[config.mk]
export PLATFORM = sky130hd
export DESIGN_NAME = tlb_page_translator
export DESIGN_NICKNAME = d
export VERILOG_FILES = /design/src/hdl/tlbpt_pkg.sv /design/src/hdl/tlb_page_translator.sv /design/src/hdl/tlbpt_page_mem.sv /design/src/hdl/tlbpt_tlb_array.sv
export SDC_FILE = /design/constraint.sdc
export NUM_CORES = 2
export LEC_CHECK = 0
export BUFFER_PORTS_ARGS = -buffer_cell sky130_fd_sc_hd__buf_2
export CORE_MARGIN = 10
export CORE_UTILIZATION = 45
export CTS_BUF_LIST = sky130_fd_sc_hd__clkbuf_4 sky130_fd_sc_hd__clkbuf_8
export DETAILED_ROUTE_END_ITERATION = 10
export PLACE_DENSITY_LB_ADDON = 0.3
export SYNTH_ARGS = -nofsm -noshare
export SYNTH_HDL_FRONTEND = slang
export SYNTH_HIERARCHICAL = 1
export SYNTH_SLANG_ARGS = --single-unit
[constraint.sdc]
create_clock -name i_clk -period 10.9 [get_ports i_clk]
set_input_delay 2.18 -clock i_clk [delete_from_list [all_inputs] [get_ports i_clk]]
set_output_delay 2.18 -clock i_clk [all_outputs]
set_load 0.05 [all_outputs]
[src/hdl/tlbpt_pkg.sv]
`timescale 1ns / 1ps
package tlbpt_pkg;

    localparam int ADDR_BITS   = 16;
    localparam int OFFSET_BITS = 8;
    localparam int FRAME_BITS  = 8;
    localparam int FREE_BITS   = 9;
    localparam int CNT_BITS    = 32;
    localparam int ENTRY_BITS  = FRAME_BITS + 1;

    localparam int DEF_TLB_ENTRIES = 16;
    localparam int DEF_PAGE_COUNT  = 256;
    localparam int DEF_AGE_BITS    = 16;

    typedef struct packed {
        logic                  upd;
        logic                  is_hit;
        logic [FRAME_BITS-1:0] frame;
    } t_tlb_cmd;

endpackage

[src/hdl/tlb_page_translator.sv]
`timescale 1ns / 1ps
// Channel   Direction  Handshake               Ports
// request   in         start && !busy          i_logical_address
// result    out        o_valid, one cycle      o_frame_id .. o_fault_total
//
// TLB hit: busy through the lookup state after the start beat, result strobe in the next cycle.
// TLB miss: busy through a page table read in the lookup state, then a
// victim scan over the TLB ages, one entry per cycle.
// Reset: a clearing pass over all PAGE_COUNT page table entries, busy high.
// The receiver cannot stall; a new start may be taken in the strobe cycle.
module tlb_page_translator
    import tlbpt_pkg::*;
#(
    parameter int TLB_ENTRIES = DEF_TLB_ENTRIES,
    parameter int PAGE_COUNT  = DEF_PAGE_COUNT,
    parameter int AGE_BITS    = DEF_AGE_BITS
) (
    input  logic                  i_clk,
    input  logic                  i_rst_n,
    input  logic                  start,
    output logic                  busy,
    input  logic [ADDR_BITS-1:0]  i_logical_address,
    output logic                  o_valid,
    output logic [FRAME_BITS-1:0] o_frame_id,
    output logic [ADDR_BITS-1:0]  o_physical_address,
    output logic                  o_tlb_hit,
    output logic                  o_page_fault,
    output logic [CNT_BITS-1:0]   o_hit_total,
    output logic [CNT_BITS-1:0]   o_fault_total
);

    localparam int PW = $clog2(PAGE_COUNT);
    localparam int IW = $clog2(TLB_ENTRIES);
    localparam int RW = 20;
    localparam logic [IW-1:0] LAST_IDX = IW'(TLB_ENTRIES - 1);
    localparam logic [PW-1:0] LAST_CLR = PW'(PAGE_COUNT - 1);

    typedef enum logic [1:0] {
        ST_CLEAR,
        ST_IDLE,
        ST_LOOKUP,
        ST_SCAN
    } t_state;

    t_state                 r_state;
    logic [PW-1:0]          r_clr_addr;
    logic [PW-1:0]          r_page;
    logic [OFFSET_BITS-1:0] r_offset;
    logic [FRAME_BITS-1:0]  r_frame;
    logic                   r_fault;
    logic [IW-1:0]          r_scan_idx;
    logic [IW-1:0]          r_best_idx;
    logic [AGE_BITS-1:0]    r_best_age;
    logic [FREE_BITS-1:0]   r_next_free;
    logic [CNT_BITS-1:0]    r_hit_count;
    logic [CNT_BITS-1:0]    r_fault_count;
    logic                   r_valid;
    logic [FRAME_BITS-1:0]  r_out_frame;
    logic [ADDR_BITS-1:0]   r_out_paddr;
    logic                   r_out_hit;
    logic                   r_out_fault;

    logic [RW-1:0]          page_red;
    logic [PW-1:0]          page_in;
    logic                   accept;
    logic                   tlb_hit;
    logic [IW-1:0]          tlb_hit_idx;
    logic [FRAME_BITS-1:0]  tlb_hit_frame;
    logic [AGE_BITS-1:0]    scan_age;
    t_tlb_cmd               tlb_cmd;
    logic [IW-1:0]          tlb_idx;
    logic                   mem_we;
    logic [PW-1:0]          mem_waddr;
    logic [ENTRY_BITS-1:0]  mem_wdata;
    logic [ENTRY_BITS-1:0]  mem_rdata;
    logic                   alloc;
    logic [FRAME_BITS-1:0]  miss_frame;
    logic [IW-1:0]          victim;
    logic                   scan_done;

    assign busy   = (r_state != ST_IDLE);
    assign accept = start && !busy;

    // page modulo PAGE_COUNT by restoring subtraction
    always_comb begin
        page_red = RW'(i_logical_address[ADDR_BITS-1:OFFSET_BITS]);
        for (int k = 3; k >= 0; k--) begin
            if (page_red >= (RW'(PAGE_COUNT) << k)) begin
                page_red = page_red - (RW'(PAGE_COUNT) << k);
            end
        end
        page_in = page_red[PW-1:0];
    end

    assign alloc      = !mem_rdata[FRAME_BITS];
    assign miss_frame = alloc ? r_next_free[FRAME_BITS-1:0] : mem_rdata[FRAME_BITS-1:0];
    assign victim     = (scan_age > r_best_age) ? r_scan_idx : r_best_idx;
    assign scan_done  = (r_scan_idx == LAST_IDX);

    always_comb begin
        tlb_cmd   = '0;
        tlb_idx   = tlb_hit_idx;
        mem_we    = 1'b0;
        mem_waddr = r_page;
        mem_wdata = {1'b1, r_next_free[FRAME_BITS-1:0]};
        case (r_state)
            ST_CLEAR: begin
                mem_we    = 1'b1;
                mem_waddr = r_clr_addr;
                mem_wdata = '0;
            end
            ST_LOOKUP: begin
                if (tlb_hit) begin
                    tlb_cmd.upd    = 1'b1;
                    tlb_cmd.is_hit = 1'b1;
                    tlb_cmd.frame  = tlb_hit_frame;
                end else begin
                    mem_we = alloc;
                end
            end
            ST_SCAN: begin
                if (scan_done) begin
                    tlb_cmd.upd   = 1'b1;
                    tlb_cmd.frame = r_frame;
                    tlb_idx       = victim;
                end
            end
            default: begin
            end
        endcase
    end

    always_ff @(posedge i_clk) begin
        if (!i_rst_n) begin
            r_state       <= ST_CLEAR;
            r_clr_addr    <= '0;
            r_next_free   <= '0;
            r_hit_count   <= '0;
            r_fault_count <= '0;
            r_valid       <= 1'b0;
        end else begin
            r_valid <= 1'b0;
            case (r_state)
                ST_CLEAR: begin
                    r_clr_addr <= r_clr_addr + PW'(1);
                    if (r_clr_addr == LAST_CLR) begin
                        r_state <= ST_IDLE;
                    end
                end
                ST_IDLE: begin
                    if (accept) begin
                        r_page   <= page_in;
                        r_offset <= i_logical_address[OFFSET_BITS-1:0];
                        r_state  <= ST_LOOKUP;
                    end
                end
                ST_LOOKUP: begin
                    if (tlb_hit) begin
                        r_hit_count <= r_hit_count + CNT_BITS'(1);
                        r_valid     <= 1'b1;
                        r_out_frame <= tlb_hit_frame;
                        r_out_paddr <= {tlb_hit_frame, r_offset};
                        r_out_hit   <= 1'b1;
                        r_out_fault <= 1'b0;
                        r_state     <= ST_IDLE;
                    end else begin
                        r_frame    <= miss_frame;
                        r_fault    <= alloc;
                        r_scan_idx <= '0;
                        r_best_idx <= '0;
                        r_best_age <= '0;
                        if (alloc) begin
                            r_next_free   <= r_next_free + FREE_BITS'(1);
                            r_fault_count <= r_fault_count + CNT_BITS'(1);
                        end
                        r_state <= ST_SCAN;
                    end
                end
                ST_SCAN: begin
                    if (scan_done) begin
                        r_valid     <= 1'b1;
                        r_out_frame <= r_frame;
                        r_out_paddr <= {r_frame, r_offset};
                        r_out_hit   <= 1'b0;
                        r_out_fault <= r_fault;
                        r_state     <= ST_IDLE;
                    end else begin
                        if (scan_age > r_best_age) begin
                            r_best_idx <= r_scan_idx;
                            r_best_age <= scan_age;
                        end
                        r_scan_idx <= r_scan_idx + IW'(1);
                    end
                end
                default: begin
                    r_state <= ST_IDLE;
                end
            endcase
        end
    end

    tlbpt_page_mem #(
        .DEPTH (PAGE_COUNT),
        .WIDTH (ENTRY_BITS)
    ) u_page_mem (
        .i_clk   (i_clk),
        .i_we    (mem_we),
        .i_waddr (mem_waddr),
        .i_wdata (mem_wdata),
        .i_re    (accept),
        .i_raddr (page_in),
        .o_rdata (mem_rdata)
    );

    tlbpt_tlb_array #(
        .TLB_ENTRIES (TLB_ENTRIES),
        .PAGE_COUNT  (PAGE_COUNT),
        .AGE_BITS    (AGE_BITS)
    ) u_tlb (
        .i_clk       (i_clk),
        .i_rst_n     (i_rst_n),
        .i_page      (r_page),
        .o_hit       (tlb_hit),
        .o_hit_idx   (tlb_hit_idx),
        .o_hit_frame (tlb_hit_frame),
        .i_rd_idx    (r_scan_idx),
        .o_rd_age    (scan_age),
        .i_cmd       (tlb_cmd),
        .i_idx       (tlb_idx)
    );

    assign o_valid            = r_valid;
    assign o_frame_id         = r_out_frame;
    assign o_physical_address = r_out_paddr;
    assign o_tlb_hit          = r_out_hit;
    assign o_page_fault       = r_out_fault;
    assign o_hit_total        = r_hit_count;
    assign o_fault_total      = r_fault_count;

endmodule

[src/hdl/tlbpt_page_mem.sv]
`timescale 1ns / 1ps
module tlbpt_page_mem
    import tlbpt_pkg::*;
#(
    parameter int DEPTH = DEF_PAGE_COUNT,
    parameter int WIDTH = ENTRY_BITS
) (
    input  logic                     i_clk,
    input  logic                     i_we,
    input  logic [$clog2(DEPTH)-1:0] i_waddr,
    input  logic [WIDTH-1:0]         i_wdata,
    input  logic                     i_re,
    input  logic [$clog2(DEPTH)-1:0] i_raddr,
    output logic [WIDTH-1:0]         o_rdata
);

    logic [WIDTH-1:0] r_mem [DEPTH];
    logic [WIDTH-1:0] r_rdata;

    always_ff @(posedge i_clk) begin
        if (i_we) begin
            r_mem[i_waddr] <= i_wdata;
        end
    end

    always_ff @(posedge i_clk) begin
        if (i_re) begin
            r_rdata <= r_mem[i_raddr];
        end
    end

    assign o_rdata = r_rdata;

endmodule

[src/hdl/tlbpt_tlb_array.sv]
`timescale 1ns / 1ps
module tlbpt_tlb_array
    import tlbpt_pkg::*;
#(
    parameter int TLB_ENTRIES = DEF_TLB_ENTRIES,
    parameter int PAGE_COUNT  = DEF_PAGE_COUNT,
    parameter int AGE_BITS    = DEF_AGE_BITS
) (
    input  logic                           i_clk,
    input  logic                           i_rst_n,
    input  logic [$clog2(PAGE_COUNT)-1:0]  i_page,
    output logic                           o_hit,
    output logic [$clog2(TLB_ENTRIES)-1:0] o_hit_idx,
    output logic [FRAME_BITS-1:0]          o_hit_frame,
    input  logic [$clog2(TLB_ENTRIES)-1:0] i_rd_idx,
    output logic [AGE_BITS-1:0]            o_rd_age,
    input  t_tlb_cmd                       i_cmd,
    input  logic [$clog2(TLB_ENTRIES)-1:0] i_idx
);

    localparam int PW = $clog2(PAGE_COUNT);
    localparam int IW = $clog2(TLB_ENTRIES);
    localparam logic [AGE_BITS-1:0] AGE_MAX = '1;
    localparam logic [AGE_BITS-1:0] AGE_ONE = AGE_BITS'(1);

    logic                  r_valid [TLB_ENTRIES];
    logic [PW-1:0]         r_page  [TLB_ENTRIES];
    logic [FRAME_BITS-1:0] r_frame [TLB_ENTRIES];
    logic [AGE_BITS-1:0]   r_age   [TLB_ENTRIES];

    always_comb begin
        o_hit       = 1'b0;
        o_hit_idx   = '0;
        o_hit_frame = '0;
        for (int e = TLB_ENTRIES - 1; e >= 0; e--) begin
            if (r_valid[e] && (r_page[e] == i_page)) begin
                o_hit       = 1'b1;
                o_hit_idx   = IW'(e);
                o_hit_frame = r_frame[e];
            end
        end
    end

    assign o_rd_age = r_age[i_rd_idx];

    always_ff @(posedge i_clk) begin
        if (!i_rst_n) begin
            for (int e = 0; e < TLB_ENTRIES; e++) begin
                r_valid[e] <= 1'b0;
                r_age[e]   <= '0;
            end
        end else if (i_cmd.upd) begin
            for (int e = 0; e < TLB_ENTRIES; e++) begin
                if (i_idx == IW'(e)) begin
                    r_age[e] <= AGE_ONE;
                    if (!i_cmd.is_hit) begin
                        r_valid[e] <= 1'b1;
                        r_page[e]  <= i_page;
                        r_frame[e] <= i_cmd.frame;
                    end
                end else if (r_age[e] != AGE_MAX) begin
                    r_age[e] <= r_age[e] + AGE_ONE;
                end
            end
        end
    end

endmodule

---- Word level (Yosys, flattened, before mapping) ----
Memories as Yosys holds them, arrays and structs flattened. A register that Yosys moved wholly into a read port is not among the register bits.
Cells that the tools add are included.
word-level totals
  bits in registers ....................... 159
  memory bits (writable) .................. 2832
  bits of input ports ..................... 19
  output and inout port bits .............. 92
  word-level logic and storage cells ...... 655
  memories kept ........................... 5
memory list
  memory            words  width  read ports  clocked after Yosys merged registers in  write ports  RTL line               text
  u_page_mem.r_mem  256    9      1           1                                        1            tlbpt_page_mem.sv:17   logic [WIDTH-1:0] r_mem [DEPTH];
  u_tlb.r_age       16     16     17          1                                        16           tlbpt_tlb_array.sv:29  logic [AGE_BITS-1:0] r_age [TLB_ENTRIES];
  u_tlb.r_frame     16     8      16          0                                        1            tlbpt_tlb_array.sv:28  logic [FRAME_BITS-1:0] r_frame [TLB_ENTRIES];
  u_tlb.r_page      16     8      16          0                                        1            tlbpt_tlb_array.sv:27  logic [PW-1:0] r_page [TLB_ENTRIES];
  u_tlb.r_valid     16     1      16          0                                        16           tlbpt_tlb_array.sv:26  logic r_valid [TLB_ENTRIES];
cells by class
  add/sub/neg operators ................... 21
  order comparisons ....................... 1
  eq/ne operators ......................... 60
  mux-type cells .......................... 441
  bitwise gates (word level) .............. 50
  reduce and logical (&&, ||, !) cells .... 60
operators with widths
  operator               count
  $mux 16                37
  $mux 8                 51
  $mux 1                 282
  $add 16x1->16 const B  16
  $ne 16x16->1 const B   16
  $reduce_or 8->1        30
  $mux 4                 53
  $eq 8x8->1             16
  $add 32x1->32 const B  2
  $pmux 16 s2            2
  $or 1x1->1             48
  $eq 4x4->1 const B     9
  $pmux 8 s2             2
  $logic_and 1x1->1      17
  $eq 4x3->1 const B     4
  $gt 16x16->1           1
  $pmux 4 s2             2
  $ne 2x2->1 const B     7
  $reduce_and 3->1       4
  $mux 10                1
  $pmux 1 s2             5
  $add 9x1->9 const B    1
  $mux 9                 1
  $add 8x1->8 const B    1
  17 further kinds       25

---- Depth between registers and ports, before layout ----
An unclocked memory read counts as a cell.
  depth in word-level cells ............... 42
  mapped depth ............................ 22
  depth with buffers taken out ............ 16

---- Hierarchy ----
Netlist, hierarchy kept.
by module, submodules not included
  module               times used  cells each  area an instance (sq um)  sequential area each (sq um)
  tlbpt_page_mem       1           4237        89368.2                   69456.6
  tlbpt_tlb_array      1           2156        26775.7                   15765.1
  tlb_page_translator  1           649         7053.0                    3673.5

---- Worst setup path after synthesis ----
Ideal clock, no wire load.
  kind .................................... register -> register
  start point ............................. reg r_state[0]
  end point ............................... mem u_page_mem/r_mem[0][7] (netlist bit) (data pin)
  setup time .............................. 1.455 ns
  arrival ................................. 7.128 ns
  required time ........................... 9.445 ns
  slack ................................... 2.317 ns
  cell stages (with the launch flop) ...... 5
  path buffers ............................ 1
  clock period less this slack ............ 8.583 ns
  path through ............................ dfxtp_1 > inv_1 > ha_1 > clkbuf_1 > nor2b_1
between the ends
  cells in the longest elaborated chain, start to end .. 2
RTL lines
  element                 RTL line                    text
  start, declared         tlb_page_translator.sv:45   t_state r_state;
  start signal, assigned  tlb_page_translator.sv:135  r_state <= ST_CLEAR;
  start signal, assigned  tlb_page_translator.sv:147  r_state <= ST_IDLE;
  start signal, assigned  tlb_page_translator.sv:154  r_state <= ST_LOOKUP;
  $logic_not 2->1         tlb_page_translator.sv:106  case (r_state)
  $mux 9                  tlb_page_translator.sv:106
  net mem_wdata[7]        tlb_page_translator.sv:74   logic [ENTRY_BITS-1:0] mem_wdata;
  end, declared           tlbpt_page_mem.sv:17
The timed path passes the listed nets, and every way through them passes these cells.

==> impl_metrics.ini <==
[outcome]
outcome = complete, no violations

[layout]
seqCellArea_um2 = 88900
fin_cells = 11300
finalNetCount = 7434
fillCellCount = 22100
utilization_pct = 49.9
fin_area_um2 = 136000
multi_input_area_um2 = 31900
area_growth_pct = 10.6
drive_above_1_share_pct = 20.8

[global_routing]
antenna_found_initial = 2
grt_max_degree = 218
grt_pass1_wl_um = 454000
grtUsageTotal_pct = 20.4
grt_pass1_vias = 66600
overflow = 0

[die]
die_y_um = 543
rows = 192
die_w_um = 543
core_area_um2 = 273000
start_util_pct = 45.1
ioPinCount = 111
design.die.area_um2 = 295000

[synth]
yosysMostFrequentCell = edfxtp_1
synthFlopType = edfxtp_1
netlist_instances = 7042
ys_seq_elements = 2991
yosysWarnings = 6
syn_nets = 7103
seq_area_frac_synth_pct = 72.2
synth.cell_area_um2 = 123000
synthTopCellsByCount = 2,899 x edfxtp_1, 688 x nor2_1, 547 x mux4_2
yosysTopAreaCellShare_pct = 70.7
synth.distinct_cells = 92
synthArstFlopShare_pct = 0
synth.area.top_cells = edfxtp_1 71%, mux4_2 10%, nor2_1 2.1%
synth_area_per_cell_um2 = 17.5
synth_top_area_cell = edfxtp_1
synth-edff-count = 2899

[placed_design]
globalplace.congestion = 0.916
pre_cts_slack_ns = 3.40
dp_hpwl_um = 189000
port_buffers = 110
dpl_cell_area_um2 = 127000
dp_cells = 10500

[sta]
final_max_slew_viol_count = 0
layout_setup_ws_ns = 3.39
totalNegativeSetupSlack_ns = 0
hold_slack_ns = 0.417
clock.fmax_mhz = 133
rsz0062_at_grt = no
min_period_over_period_pct = 68.9
hold_viol_final = 0
period_needed_ns = 7.51
setup_viol = 0
worst_slew_pin_slew_ns = 1.35
relSlewSlack_pct = 9.54
clock_skew_ns = 0.146

[cts]
post_cts_buffers = 0
numCtsBuffers = 467
path_clk_slew_ns = 0.06
cts_buffer_depth = 4
clk_latency_ns = 1.10
htreeDepth = 5
clock_sinks = 2991
ctsResizeCount = 0
cts_tree = done
cts_root_buffer = clkbuf_8
ctsHoldBuffers = 0

[power_and_ir_drop]
pwr-share-comb_pct = 3.4
p_int_mw = 17.6
share_seq_of_total_power_pct = 56.1
p_per_area_nw_per_um2 = 165
ir_drop_mv = 0.107
total_power_mw = 22.5
switching_share_pct = 21.7
p_switching_mw = 4.88
power.leakage_nw = 42.9
p_clk_share_pct = 40.5

[critical_path]
cp_slowest_stage_delay_ns = 0.99
crit_required_ns = 11.52
arrival_ns = 8.13
cpMaxStageDelayCell = edfxtp_1
path_class = flip-flop to flip-flop
path_cells = buf_4 > mux4_2 > mux4_2 > ha_1 > nand4_1 > nor4_1 > a21boi_0 > o41a_1 > nor3_1 > nor2_1 > nor2b_1 > nand2_1 > nand3_1 > nand3_1
cp-start-kind = flip-flop
cp-end-kind = flip-flop
worstPathMaxFanout = 50
worst-path-buf-inv = 1
crit_family = simple AND/OR/NAND/NOR gates

[flow_run]
maxCapViolCount = 0

[drt]
vias = 67200
detail-route-antenna-nets = 0
drt_iter0_markers = 7062
drc = 0
wl_um = 310000
drt_first_pass_iters = 6
post_drt_wl_per_cell_um = 27.3
via_per_inst = 5.92

[hold_path]
hold_path.class = flip-flop to flip-flop
[power by group through the flow]
stage	Clock [mW]	Sequential, mW	Combinational, mW
after floorplan	0	12.8	0.522
after global placement	0	12.8	0.754
after detailed placement	0	12.8	0.760
after CTS	9.31	12.6	0.763
after global routing	9.85	12.6	0.802
final	9.11	12.6	0.761
[cell usage in the layout, fill, tap and decap left out, types with 46 or more instances in the layout]
cell type / instances
xor2_1: 167
xnor2_1: 251
buf_4: 115
clkbuf_8: 477
mux2_2: 46
nor2_1: 685
nor3_1: 69
clkinv_1: 135
nand4_1: 74
dfxtp_1: 92
o21ai_0: 79
mux2i_1: 187
a22oi_1: 176
mux4_2: 547
nand2_1: 235
o22ai_1: 65
inv_1: 73
nand3_1: 218
buf_2: 106
and3_1: 76
and2_1: 98
edfxtp_1: 2899
nor2b_1: 46
a21oi_1: 126
clkbuf_4: 164
[state kept, by name, summed over array words and instances, names as in the netlist, 9 cells and up]
name,cells
u_tlb/r_page,128
u_tlb/r_age,256
o_fault_total,32
u_page_mem/o_rdata,9
r_best_age,16
o_hit_total,32
u_tlb/r_valid,16
u_tlb/r_frame,128
u_page_mem/r_mem,2304
[worst paths after layout]
kind	from	endpoint	slack, ns	cells past startpoint
max reg2reg	r_scan_idx[0]	u_tlb/r_age[9][13]	3.39	14
min reg2reg	r_offset[3]	o_physical_address[3]	0.42	0
min	r_offset[3]	o_physical_address[3]	0.42	0
max	r_scan_idx[0]	u_tlb/r_age[9][13]	3.39	14
[routing by layer]
| layer | track usage (%) | vias to the layer above | part of all wire, % |
|---|---|---|---|
| li1 | - | 28600 | - |
| met3 | 3.73 | 598 | 7.9 |
| met2 | 32.5 | 3142 | 48 |
| met5 | 0 | - | 0 |
| met4 | 7.79 | 0 | 4.1 |
| met1 | 28.2 | 34800 | 40 |
[kinds of logic after synthesis]
| logic type | share of synthesized area (%) |
|---|---|
| flip-flops | 72.2 |
| AND/OR/NAND/NOR | 6.52 |
| multiplexers | 12.1 |
| AO/OA/AOI/OAI | 3.70 |
| buffers and inverters | 2.04 |
| XOR/XNOR | 3.02 |
| adder cells (fa/ha/maj) | 0.427 |
[area by class of cell]
class                      count  area share (%)
sequential                  2991            65.2
multi-input combinational   3600            23.4
clock buffer                 641            5.72
tap                         3589            3.30
timing repair buffer         236            1.24
clock inverter               204           0.858
inverter                      77           0.218
antenna                        5         0.00918
No activity file was read; power rests on OpenSTA's default activity.
